`config.mk`:
```
export PLATFORM = sky130hd
export DESIGN_NAME = pkcs7_unpad_stream_core_flat
export DESIGN_NICKNAME = d
export VERILOG_FILES = /design/src/design/p7u_pkg.sv /design/src/design/p7u_if.sv /design/src/design/p7u_datapath.sv /design/src/design/p7u_ctrl.sv /design/src/design/pkcs7_unpad_stream_core.sv /design/src/flat_wrapper.sv
export SDC_FILE = /design/constraint.sdc
export NUM_CORES = 1
export LEC_CHECK = 0
export BUFFER_PORTS_ARGS = -buffer_cell sky130_fd_sc_hd__buf_2
export CAP_MARGIN = 40
export CORE_MARGIN = 1.5
export CORE_UTILIZATION = 45
export DETAILED_ROUTE_END_ITERATION = 6
export SYNTH_ARGS = -nofsm -noshare
export SYNTH_HDL_FRONTEND = slang
export SYNTH_SLANG_ARGS = --single-unit
```
`constraint.sdc`:
```
create_clock -name clk -period 10 [get_ports clk]
set_input_delay 0 -clock clk [delete_from_list [all_inputs] [get_ports clk]]
set_output_delay 0 -clock clk [all_outputs]
set_load 0.02 [all_outputs]
```
`src/design/p7u_pkg.sv`:
```
// ----------------------------------------------------------------------------
// p7u_pkg
// Shared types, sizes, status codes and the controller/datapath command and
// status structs for the padding-removal stream core.
// ----------------------------------------------------------------------------
package p7u_pkg;

    localparam int MAX_BLOCK = 32;
    localparam int IDX_W     = $clog2(MAX_BLOCK);
    localparam int BS_W      = 6;

    typedef logic [7:0]       byte_t;
    typedef logic [1:0]       stat_t;
    typedef logic [IDX_W-1:0] idx_t;
    typedef logic [BS_W-1:0]  bsize_t;

    localparam bsize_t BS_RESET = 6'd16;
    localparam bsize_t BS_MIN   = 6'd2;
    localparam bsize_t BS_MAX   = BS_W'(MAX_BLOCK);

    // Closing status codes
    localparam stat_t ST_OK         = 2'd0;
    localparam stat_t ST_INCOMPLETE = 2'd1;
    localparam stat_t ST_BAD_COUNT  = 2'd2;
    localparam stat_t ST_BAD_PAD    = 2'd3;

    // Controller to datapath commands
    typedef struct packed {
        logic  take;       // accept input beat: store byte, read held byte
        logic  rd;         // read store at sweep index
        logic  ld_data;    // load output register with read data
        logic  ld_stat;    // load output register with status, end stream
        logic  init_tail;  // sweep the unreleased rest of the held block
        logic  init_chk;   // sweep the pad bytes
        logic  init_keep;  // sweep the kept bytes of the final block
        logic  inc;        // advance sweep index
        logic  st_we;      // write status register
        stat_t st_val;
    } p7u_cmd_t;

    // Datapath to controller status
    typedef struct packed {
        logic prev_valid;
        logic fin;
        logic out_free;
        logic incomplete;
        logic bad_count;
        logic idx_last;
        logic pad_mismatch;
        logic keep_zero;
    } p7u_sts_t;

endpackage

```
`src/design/p7u_if.sv`:
```
// ----------------------------------------------------------------------------
// p7u channel interfaces
// Valid/ready channels for input bytes, result beats and the block-size write.
// ----------------------------------------------------------------------------
interface p7u_in_if;
    import p7u_pkg::*;

    logic  valid;
    logic  ready;
    byte_t data_byte;
    logic  is_final;

    modport source (output valid, output data_byte, output is_final, input ready);
    modport sink   (input valid, input data_byte, input is_final, output ready);
endinterface

interface p7u_out_if;
    import p7u_pkg::*;

    logic  valid;
    logic  ready;
    byte_t out_byte;
    logic  end_mark;
    stat_t status;

    modport source (output valid, output out_byte, output end_mark, output status,
                    input ready);
    modport sink   (input valid, input out_byte, input end_mark, input status,
                    output ready);
endinterface

interface p7u_cfg_if;
    import p7u_pkg::*;

    logic   valid;
    logic   ready;
    bsize_t block_size;

    modport source (output valid, output block_size, input ready);
    modport sink   (input valid, input block_size, output ready);
endinterface

```
`src/design/p7u_datapath.sv`:
```
// ----------------------------------------------------------------------------
// p7u_datapath
// Block store (delay line), stream position, sweep index, pad checks and the
// output register.
// ----------------------------------------------------------------------------
module p7u_datapath (
    input  logic              clk,
    input  logic              rst_n,
    input  p7u_pkg::p7u_cmd_t cmd,
    output p7u_pkg::p7u_sts_t sts,
    input  logic              cfg_we,
    input  p7u_pkg::bsize_t   cfg_size,
    input  p7u_pkg::byte_t    in_byte,
    input  logic              in_final,
    input  logic              out_ready,
    output logic              out_valid,
    output p7u_pkg::byte_t    out_byte,
    output logic              out_end,
    output p7u_pkg::stat_t    out_status
);
    import p7u_pkg::*;

    byte_t  mem [MAX_BLOCK];
    byte_t  rd_data_reg;

    bsize_t bs_reg, bs_next;
    idx_t   pos_reg, pos_next;
    logic   prev_reg, prev_next;
    logic   fin_reg;
    byte_t  pad_reg;
    idx_t   idx_reg;
    idx_t   last_reg;
    stat_t  st_reg;

    logic   out_valid_reg;
    byte_t  out_byte_reg;
    logic   out_end_reg;
    stat_t  out_status_reg;

    bsize_t bs_eff;
    idx_t   pos_eff;
    bsize_t pos_inc;
    bsize_t keep;
    bsize_t bs_m1;
    bsize_t keep_m1;

    // Clamp block size and position
    always_comb
    begin
        if (bs_reg < BS_MIN)
            bs_eff = BS_MIN;
        else if (bs_reg > BS_MAX)
            bs_eff = BS_MAX;
        else
            bs_eff = bs_reg;
        pos_eff = ({1'b0, pos_reg} >= bs_eff) ? '0 : pos_reg;
        pos_inc = {1'b0, pos_eff} + bsize_t'(1);
        keep    = bs_eff - bsize_t'(pad_reg);
        bs_m1   = bs_eff - bsize_t'(1);
        keep_m1 = keep - bsize_t'(1);
    end

    // Store write and registered read
    always_ff @(posedge clk)
    begin
        if (cmd.take)
        begin
            mem[pos_eff] <= in_byte;
            rd_data_reg  <= mem[pos_eff];
        end
        else if (cmd.rd)
        begin
            rd_data_reg <= mem[idx_reg];
        end
    end

    // Next stream position and held-block flag
    always_comb
    begin
        bs_next   = bs_reg;
        pos_next  = pos_reg;
        prev_next = prev_reg;
        if (cfg_we)
        begin
            bs_next   = cfg_size;
            pos_next  = '0;
            prev_next = 1'b0;
        end
        else if (cmd.ld_stat)
        begin
            pos_next  = '0;
            prev_next = 1'b0;
        end
        else if (cmd.take && !in_final)
        begin
            if (pos_inc >= bs_eff)
            begin
                pos_next  = '0;
                prev_next = 1'b1;
            end
            else
            begin
                pos_next = pos_inc[IDX_W-1:0];
            end
        end
    end

    // Control registers
    always_ff @(posedge clk or negedge rst_n)
    begin
        if (!rst_n)
        begin
            bs_reg        <= BS_RESET;
            pos_reg       <= '0;
            prev_reg      <= 1'b0;
            fin_reg       <= 1'b0;
            out_valid_reg <= 1'b0;
        end
        else
        begin
            bs_reg   <= bs_next;
            pos_reg  <= pos_next;
            prev_reg <= prev_next;
            if (cmd.take)
                fin_reg <= in_final;
            if (cmd.ld_data || cmd.ld_stat)
                out_valid_reg <= 1'b1;
            else if (out_ready)
                out_valid_reg <= 1'b0;
        end
    end

    // Sweep index, pad count, status and output payload
    always_ff @(posedge clk)
    begin
        if (cmd.take)
            pad_reg <= in_byte;
        if (cmd.init_tail)
        begin
            idx_reg  <= pos_inc[IDX_W-1:0];
            last_reg <= bs_m1[IDX_W-1:0];
        end
        else if (cmd.init_chk)
        begin
            idx_reg  <= keep[IDX_W-1:0];
            last_reg <= bs_m1[IDX_W-1:0];
        end
        else if (cmd.init_keep)
        begin
            idx_reg  <= '0;
            last_reg <= keep_m1[IDX_W-1:0];
        end
        else if (cmd.inc)
        begin
            idx_reg <= idx_reg + idx_t'(1);
        end
        if (cmd.st_we)
            st_reg <= cmd.st_val;
        if (cmd.ld_data)
        begin
            out_byte_reg   <= rd_data_reg;
            out_end_reg    <= 1'b0;
            out_status_reg <= ST_OK;
        end
        else if (cmd.ld_stat)
        begin
            out_byte_reg   <= '0;
            out_end_reg    <= 1'b1;
            out_status_reg <= st_reg;
        end
    end

    // Status toward the controller
    always_comb
    begin
        sts.prev_valid   = prev_reg;
        sts.fin          = fin_reg;
        sts.out_free     = !out_valid_reg || out_ready;
        sts.incomplete   = (pos_inc != bs_eff);
        sts.bad_count    = (pad_reg == '0) || (pad_reg > {2'b00, bs_eff});
        sts.idx_last     = (idx_reg == last_reg);
        sts.pad_mismatch = (rd_data_reg != pad_reg);
        sts.keep_zero    = (keep == '0);
    end

    assign out_valid  = out_valid_reg;
    assign out_byte   = out_byte_reg;
    assign out_end    = out_end_reg;
    assign out_status = out_status_reg;

endmodule

```
`src/design/p7u_ctrl.sv`:
```
// ----------------------------------------------------------------------------
// p7u_ctrl
// Sequencer: accepts bytes, releases held bytes, and walks the final block
// for the tail flush, the pad check and the emit of kept bytes.
// ----------------------------------------------------------------------------
module p7u_ctrl (
    input  logic              clk,
    input  logic              rst_n,
    input  logic              in_valid,
    output logic              in_ready,
    input  logic              in_final,
    input  p7u_pkg::p7u_sts_t sts,
    output p7u_pkg::p7u_cmd_t cmd
);
    import p7u_pkg::*;

    localparam logic [2:0] S_IDLE = 3'd0;
    localparam logic [2:0] S_REL  = 3'd1;
    localparam logic [2:0] S_FIN  = 3'd2;
    localparam logic [2:0] S_TRD  = 3'd3;
    localparam logic [2:0] S_TOUT = 3'd4;
    localparam logic [2:0] S_CRD  = 3'd5;
    localparam logic [2:0] S_CCMP = 3'd6;
    localparam logic [2:0] S_STAT = 3'd7;

    logic [2:0] state_reg, state_next;

    always_ff @(posedge clk or negedge rst_n)
    begin
        if (!rst_n)
            state_reg <= S_IDLE;
        else
            state_reg <= state_next;
    end

    // Decode commands and next state
    always_comb
    begin
        cmd        = '0;
        cmd.st_val = ST_OK;
        state_next = state_reg;
        in_ready   = 1'b0;
        case (state_reg)
            S_IDLE:
            begin
                in_ready = 1'b1;
                if (in_valid)
                begin
                    cmd.take = 1'b1;
                    if (sts.prev_valid)
                        state_next = S_REL;
                    else if (in_final)
                        state_next = S_FIN;
                end
            end
            // Release the held byte at the current position
            S_REL:
            begin
                if (sts.out_free)
                begin
                    cmd.ld_data = 1'b1;
                    state_next  = sts.fin ? S_FIN : S_IDLE;
                end
            end
            // Classify the final block
            S_FIN:
            begin
                cmd.st_we = 1'b1;
                if (sts.incomplete)
                begin
                    cmd.st_val = ST_INCOMPLETE;
                    if (sts.prev_valid)
                    begin
                        cmd.init_tail = 1'b1;
                        state_next    = S_TRD;
                    end
                    else
                    begin
                        state_next = S_STAT;
                    end
                end
                else if (sts.bad_count)
                begin
                    cmd.st_val = ST_BAD_COUNT;
                    state_next = S_STAT;
                end
                else
                begin
                    cmd.st_val    = ST_OK;
                    cmd.init_chk  = 1'b1;
                    state_next    = S_CRD;
                end
            end
            S_TRD:
            begin
                cmd.rd     = 1'b1;
                state_next = S_TOUT;
            end
            // Emit one swept byte
            S_TOUT:
            begin
                if (sts.out_free)
                begin
                    cmd.ld_data = 1'b1;
                    if (sts.idx_last)
                    begin
                        state_next = S_STAT;
                    end
                    else
                    begin
                        cmd.inc    = 1'b1;
                        state_next = S_TRD;
                    end
                end
            end
            S_CRD:
            begin
                cmd.rd     = 1'b1;
                state_next = S_CCMP;
            end
            // Compare one pad byte against the count
            S_CCMP:
            begin
                if (sts.pad_mismatch)
                begin
                    cmd.st_we  = 1'b1;
                    cmd.st_val = ST_BAD_PAD;
                    state_next = S_STAT;
                end
                else if (sts.idx_last)
                begin
                    if (sts.keep_zero)
                    begin
                        state_next = S_STAT;
                    end
                    else
                    begin
                        cmd.init_keep = 1'b1;
                        state_next    = S_TRD;
                    end
                end
                else
                begin
                    cmd.inc    = 1'b1;
                    state_next = S_CRD;
                end
            end
            // Close the stream with the status beat
            S_STAT:
            begin
                if (sts.out_free)
                begin
                    cmd.ld_stat = 1'b1;
                    state_next  = S_IDLE;
                end
            end
            default:
            begin
                state_next = S_IDLE;
            end
        endcase
    end

endmodule

```
`src/design/pkcs7_unpad_stream_core.sv`:
```
// ----------------------------------------------------------------------------
// pkcs7_unpad_stream_core
// Streaming PKCS#7 padding removal with a one-block delay line.
// ----------------------------------------------------------------------------
// Bytes enter one beat at a time, the last marked by is_final. Each byte is
// held for one cipher block and released when the byte at the same position
// of the next block arrives, so the final block is never emitted before it is
// checked. A byte with no held block is only stored; one that releases a held
// byte passes it through the registered store read and the output register.
// The final byte then leads to a classify state and, for a valid pad count or
// a short block with a held block, a walk through the single store read port,
// a read and an emit or compare per byte: the pad bytes, then if all match the
// kept bytes, or the unreleased tail of the held block when the final block
// is short. A status beat with end_mark high closes the stream. Result stalls
// hold the emits and the status beat. A block_size write (clamped to 2..32)
// clears the position and the held block but does not stop a walk under way.
module pkcs7_unpad_stream_core (
    input  logic clk,
    input  logic rst_n,
    p7u_in_if.sink    bytes,
    p7u_out_if.source results,
    p7u_cfg_if.sink   cfg
);
    import p7u_pkg::*;

    p7u_cmd_t cmd;
    p7u_sts_t sts;
    logic     in_ready;

    // Configuration writes are always taken
    assign cfg.ready   = 1'b1;
    assign bytes.ready = in_ready;

    p7u_ctrl u_ctrl (
        .clk      (clk),
        .rst_n    (rst_n),
        .in_valid (bytes.valid),
        .in_ready (in_ready),
        .in_final (bytes.is_final),
        .sts      (sts),
        .cmd      (cmd)
    );

    p7u_datapath u_datapath (
        .clk        (clk),
        .rst_n      (rst_n),
        .cmd        (cmd),
        .sts        (sts),
        .cfg_we     (cfg.valid),
        .cfg_size   (cfg.block_size),
        .in_byte    (bytes.data_byte),
        .in_final   (bytes.is_final),
        .out_ready  (results.ready),
        .out_valid  (results.valid),
        .out_byte   (results.out_byte),
        .out_end    (results.end_mark),
        .out_status (results.status)
    );

endmodule
```
`src/flat_wrapper.sv`:
```
// flat-port wrapper written by rule: the top's interface ports become plain ports
module pkcs7_unpad_stream_core_flat import p7u_pkg::*;
  (clk, rst_n, bytes_valid, bytes_data_byte, bytes_is_final, bytes_ready, results_valid, results_out_byte, results_end_mark, results_status, results_ready, cfg_valid, cfg_block_size, cfg_ready);
  p7u_in_if bytes_i ();
  p7u_out_if results_i ();
  p7u_cfg_if cfg_i ();
  input  logic clk;
  input  logic rst_n;
  input wire logic [$bits(bytes_i.valid)-1:0] bytes_valid;
  input wire logic [$bits(bytes_i.data_byte)-1:0] bytes_data_byte;
  input wire logic [$bits(bytes_i.is_final)-1:0] bytes_is_final;
  output wire logic [$bits(bytes_i.ready)-1:0] bytes_ready;
  output wire logic [$bits(results_i.valid)-1:0] results_valid;
  output wire logic [$bits(results_i.out_byte)-1:0] results_out_byte;
  output wire logic [$bits(results_i.end_mark)-1:0] results_end_mark;
  output wire logic [$bits(results_i.status)-1:0] results_status;
  input wire logic [$bits(results_i.ready)-1:0] results_ready;
  input wire logic [$bits(cfg_i.valid)-1:0] cfg_valid;
  input wire logic [$bits(cfg_i.block_size)-1:0] cfg_block_size;
  output wire logic [$bits(cfg_i.ready)-1:0] cfg_ready;
  assign bytes_i.valid = bytes_valid;
  assign bytes_i.data_byte = bytes_data_byte;
  assign bytes_i.is_final = bytes_is_final;
  assign bytes_ready = bytes_i.ready;
  assign results_valid = results_i.valid;
  assign results_out_byte = results_i.out_byte;
  assign results_end_mark = results_i.end_mark;
  assign results_status = results_i.status;
  assign results_i.ready = results_ready;
  assign cfg_i.valid = cfg_valid;
  assign cfg_i.block_size = cfg_block_size;
  assign cfg_ready = cfg_i.ready;
  pkcs7_unpad_stream_core u_core (.clk(clk), .rst_n(rst_n), .bytes(bytes_i), .results(results_i), .cfg(cfg_i));
endmodule
```
==> flow_metrics.tcl, run 1 <==
set metrics [dict create \
    status "completed" \
    rows 68 \
    end_kind "flop" \
    async_flop_share 0.0536 \
    clk_latency_ns 0.55 \
    post_cts_buffers 0 \
    drtIter0Drc 992 \
    start_kind "flop" \
    synth_top_family_by_area "multiplexers" \
    synth_fp_nets 1151 \
    die-area_um2 36700 \
    ys_top_cells_by_area "edfxtp_1 55%, mux4_2 14%, mux2i_1 2.6%" \
    synthXorXnorAreaFrac 0.0159 \
    initial_core_util 0.460 \
    synth_fa_ha_area_frac 0.0253 \
    cts_tree "done" \
    drt_first_pass_iters 5 \
    boundaryPins 34 \
    clock-sinks 317 \
    overflow 0 \
    min_to "u_core.u_datapath.mem[18][7]" \
    min_path_type "in -> reg" \
    fin_cells 1640 \
    tightest_slew_ns 0.922 \
    synth_compound_area_frac 0.0885 \
    period_share 0.537 \
    cts_resized 0 \
    grt_max_degree 64 \
    syn_avg_cell_area_um2 14.5 \
    hp-start "bytes_data_byte[7]" \
    ys_seq_area_frac 0.585 \
    grt_pass1_wl_um 64700 \
    grt_pass1_vias 10100 \
    cts_hold_buf 21 \
    drtAntennaViolNets 0 \
    h-tree-depth 2 \
    path_class "reg -> reg" \
    synthCells 1100 \
    max_cap_viol_count 0 \
    reg2reg_slack_ns 4.63 \
    r2r_cells 24 \
    peakVddDrop_mv 0.163 \
    wl_per_cell_um 26.9 \
    synth_top_area_frac 0.548 \
    synth-simple-area-share 0.0758 \
    worstPathMaxFanout 18 \
    cp.arrival_ns 5.78 \
    core_area_um2 34800 \
    r2r_start "u_core.u_datapath.bs_reg[3]" \
    drc 0 \
    largest_reg_flops 256 \
    yosysMostFrequentCell "edfxtp_1" \
    io_buffer_count 32 \
    finalSetupViolCount 0 \
    clock_path_buffers 3 \
    synthMuxAreaShare 0.180 \
    wl_um 44100 \
    ys_ff_latch 317 \
    antenna_found_initial 1 \
    fmax_mhz 186 \
    drive_gt1_frac 0.211 \
    netlist_top_cells_count "292 x edfxtp_1, 102 x mux4_2, 75 x nor2_1" \
    p_leak_nw 6.01 \
    synth_ff_type "edfxtp_1" \
    area_delta_synth_final_pct 12.8 \
    synth_cell_type_count 74 \
    crit_required_ns 10.41 \
    hold-path-cell-count 1 \
    rsz0062_at_grt "false" \
    cts_root_buf "clkbuf_16" \
    synth_edf_count 292 \
    top_register "u_core.u_datapath.mem" \
    yosysTopAreaCell "edfxtp_1" \
    fillCellCount 2842 \
    powerDensity_nw_per_um2 265 \
    cts_buffers 36 \
    vias_per_cell 6.34 \
    clock-skew-final_ns 0.0336 \
    hold_violations 0 \
    tns_ns 0 \
    clkTransAtPathRegs_ns 0.06 \
    routabilityCongestion 0.909 \
    netlist_area_um2 16000 \
    synth_warnings 0 \
    dp.cells 1553 \
    dp_hpwl_um 29900 \
    die_h_um 192 \
    finalMaxSlewViolations 0 \
    min_period_ns 5.37 \
    track_usage 0.244 \
    die_w_um 192 \
    nNetsFinal 1209 \
    num_vias 10400 \
    relSlewSlack 0.383 \
]
## report_power, final
| group | total, W | leakage (nW) | switching (W) | internal, W |
|---|---|---|---|---|
| Sequential | 0.00175 | 2.91 | 0.000166 | 0.00159 |
| Clock | 0.00127 | 0.553 | 0.000537 | 0.000733 |
| Combinational | 0.00176 | 2.55 | 0.000993 | 0.000765 |
## per-stage QoR
step                utilization  hold slack (ns)  instance area, um^2  worst slack [ns]  power [W]
floorplan                     -           -0.296                16000              5.23    0.00298
global placement          0.474          -0.0455                16500              4.79    0.00350
detailed placement        0.480          -0.0377                16700              4.72    0.00352
CTS                       0.518           0.0216                18000              4.68    0.00480
global route              0.519           0.0687                18000              4.20    0.00498
finish                    0.519           0.0401                18000              4.63    0.00478
## cell usage in the layout (no fill, tap or decap), types with 4 or more instances in the layout
cell           count
buf_2             32
a311oi_1           7
and3_1             6
nand2b_1          12
a31oi_1           15
nor3_1            22
a211oi_1           9
mux2_2            14
nor4_1             6
a22oi_1           26
dlygate4sd3_1     21
nand2_1           72
o221ai_1           9
nand4_1            5
xnor2_1           18
xor2_1            11
dfrtp_1           14
edfxtp_1         292
a221oi_1           6
and2_1             9
clkinv_1          10
inv_1             24
a21o_1             5
mux2i_1           42
clkinv_2           7
o21ai_0           41
mux4_2           102
clkbuf_1           5
buf_4             35
o22a_1             8
a21oi_1           30
o22ai_1           18
nand3_1           21
nor2_1            75
dfxtp_1            6
nor2b_1           11
o21a_1             4
ha_1              30
clkbuf_16         37
## critical path: stages (launching register included)
cell	delay [ns]
dfrtp_1	0.42
nor3_1	0.24
nand2b_1	0.09
nand3_1	0.16
inv_1	0.12
ha_1	0.28
nand2b_1	0.15
a21oi_2	0.23
o21ai_1	0.10
buf_4	0.20
nor2_1	0.27
ha_1	0.28
nand3_1	0.11
xnor2_1	0.16
o211ai_1	0.13
inv_1	0.11
ha_1	0.29
nand2_1	0.06
or2_2	0.38
nand2_1	0.09
nor3_1	0.10
a21oi_2	0.52
and2_4	0.30
inv_2	0.10
o311a_1	0.34
## how the worst max path moves through the flow
stage                                      start                       endpoint  cells after the start  slack [ns]
global placement     u_core.u_datapath.bs_reg[3]                           flop                     24        4.79
detailed placement   u_core.u_datapath.bs_reg[3]                           flop                     24        4.72
floorplan           u_core.u_datapath.pos_reg[0]  u_core.u_datapath.last_reg[0]                     23        5.23
global route         u_core.u_datapath.bs_reg[3]                           flop                     24        4.20
CTS                  u_core.u_datapath.bs_reg[3]                           flop                     24        4.68
finish               u_core.u_datapath.bs_reg[3]                           flop                     24        4.63
## per-layer routing
layer  vias up  track usage  wire [um]
li1       4514            -          -
met1      5262        0.328      17800
met2       530        0.406      21400
met3        86       0.0373       3580
met4         0       0.0817       1360
met5         -            0          0
## final cells by class
cell class,instances,area (um^2),share of cell area
clock inverters,22,195,0.0108
inverters,27,101,0.00562
well taps,455,569,0.0315
diodes,1,2.50,0.000139
clock buffers,42,945,0.0523
flip-flops and latches,317,9370,0.519
multi-input cells,685,6180,0.342
repair buffers,91,687,0.0381
## kinds of logic after synthesis
logic type	count (synthesis)
other	1
buffers and inverters	98
adders and majority gates	32
muxes	159
AOI/OAI and AO/OA	207
xor gates and xnor gates	29
DFF	317
and+or+nand+nor	257
Note: power is estimated with default switching activity, not from simulation.
==> inputs of run 2 (changes only) <==
clock period = 5.04 ns   (was 10 ns; I/O delays follow)
==> flow_metrics.tcl, run 2 (synthesis results as in run 1) <==
set metrics [dict create \
    status "completed" \
    top_register "u_core.u_datapath.mem" \
    fmax_mhz 210 \
    p_leak_nw 6.02 \
    crit_required_ns 5.44 \
    clock-skew-final_ns 0.0260 \
    overflow 0 \
    relSlewSlack 0.380 \
    cp_num_buf_inv 3 \
    worstPathMaxFanout 10 \
    routabilityCongestion 0.890 \
    layout_commonest_cell "edfxtp_1" \
    clk_latency_ns 0.53 \
    drtAntennaViolNets 0 \
    critPathMostFrequentCell "ha_1" \
    wl_um 44100 \
    cp-startpoint "u_core.u_datapath.bs_reg[3]" \
    num_vias 10200 \
    nNetsFinal 1215 \
    drtIter0Drc 1004 \
    cts_root_buf "clkbuf_16" \
    path_class "reg -> reg" \
    powerDensity_nw_per_um2 530 \
    min_period_ns 4.76 \
    clock-sinks 317 \
    wl_per_cell_um 26.9 \
    peakVddDrop_mv 0.330 \
    holdWs_ns 0.0345 \
    fin_total_pwr_w 0.00957 \
    grt_pass1_wl_um 65600 \
    dp_hpwl_um 30100 \
    drt_first_pass_iters 5 \
    path_cells "nor3_1 -> nand2b_1 -> nand3_1 -> inv_1 -> ha_1 -> nand2b_1 -> a21oi_2 -> o21ai_1 -> nor2_2 -> ha_1 -> nand3_1 -> xnor2_1 -> o211ai_1 -> inv_1 -> ha_1 -> nand2_1 -> or2_2 -> nand2_1 -> nor3_2 -> a21oi_2 -> and2_4 -> inv_2 -> o311a_1" \
    vias_per_cell 6.23 \
    end_kind "flop" \
    drive_gt1_frac 0.214 \
    fillCellCount 2864 \
    crit_family "simple AND/OR/NAND/NOR gates" \
    track_usage 0.246 \
    die_w_um 192 \
    max_cap_viol_count 0 \
    core_area_um2 34800 \
    tns_ns 0 \
    area_delta_synth_final_pct 12.9 \
    grt_max_degree 50 \
    cts_buffers 36 \
    max_stage_delay_ns 0.43 \
    start_kind "flop" \
    hold_violations 0 \
    largest_reg_flops 256 \
    grt_pass1_vias 10100 \
    io_buffer_count 32 \
    most-common-layout-cells "292 x edfxtp_1, 102 x mux4_2, 74 x nor2_1" \
    rsz0062_at_grt "false" \
    min_path_type "in -> reg" \
    die-area_um2 36700 \
    tightest_slew_ns 0.922 \
    r2r_start "u_core.u_datapath.bs_reg[3]" \
    die_h_um 192 \
    drc 0 \
    clock_path_buffers 3 \
    clkTransAtPathRegs_ns 0.07 \
    boundaryPins 34 \
    finalMaxSlewViolations 0 \
    cp.arrival_ns 5.16 \
    finalSetupViolCount 0 \
    hp-start "bytes_data_byte[7]" \
    rows 68 \
    diodes 0 \
    h-tree-depth 2 \
    antenna_found_initial 0 \
    period_share 0.945 \
    crit_path_top_delay_cell "dfrtp_1" \
    initial_core_util 0.460 \
    cts_tree "done" \
]
[run 2: path summary, 6_finish.rpt]
| path | cells past startpoint | endpoint | slack, ns |
|---|---|---|---|
| worst max-delay path | 23 | flop | 0.28 |
| worst min-delay path | 1 | u_core.u_datapath.mem[26][7] | 0.03 |
| worst max register to register | 23 | flop | 0.28 |
| worst min register to register | 2 | u_core.u_datapath.out_end | 0.47 |
| max in group asynchronous | 5 | u_core.u_datapath.pos_reg[1] | 3.70 |
| min in group asynchronous | 3 | u_core.u_datapath.bs_reg[4] | 0.53 |
[run 2: per-layer routing]
metal	wire length (um)	GRT usage	up-vias
li1	-	-	4513
met1	17900	0.329	5163
met2	21300	0.405	475
met3	3240	0.0397	84
met4	1680	0.0950	0
met5	0	0	-
[run 2: worst reg2reg max path: stages, from the launching register on]
cell,delay (ns)
dfrtp_1,0.43
nor3_1,0.26
nand2b_1,0.10
nand3_1,0.17
inv_1,0.12
ha_1,0.27
nand2b_1,0.15
a21oi_2,0.26
o21ai_1,0.16
nor2_2,0.19
ha_1,0.25
nand3_1,0.11
xnor2_1,0.14
o211ai_1,0.12
inv_1,0.11
ha_1,0.29
nand2_1,0.06
or2_2,0.38
nand2_1,0.11
nor3_2,0.07
a21oi_2,0.25
and2_4,0.22
inv_2,0.10
o311a_1,0.34
[run 2: per-stage QoR]
step,setup WS (ns),std cells,utilization,area [um^2]
6_report,0.279,1642,0.519,18100
5_1_grt,0.0259,1642,0.519,18100
4_1_cts,0.128,1640,0.518,18000
3_5_place_dp,0.169,1559,0.481,16700
3_3_place_gp,0.329,1542,0.477,16600
2_1_floorplan,0.267,1100,-,16000
[run 2: area by class of cell]
class	instances	area, um^2	share of cell area
tap	455	569	0.0315
clock inverter	13	154	0.00852
multi-input combinational	685	6190	0.342
clock buffer	48	946	0.0524
timing repair buffer	97	741	0.0410
sequential	317	9370	0.519
inverter	27	101	0.00561
[run 2: where the power goes]
part / switching, W / leakage [nW] / total (W) / internal (W)
logic: 0.00208 / 2.58 / 0.00364 / 0.00156
clock network: 0.00103 / 0.532 / 0.00251 / 0.00147
registers: 0.000267 / 2.91 / 0.00342 / 0.00315
[run 2: what timing repair did]
action,CTS,global route
hold buffers,20,0
gates resized for setup,0,2
endpoints found under the hold margin,27,0
buffers inserted,0,1
endpoints found under the setup margin,0,25
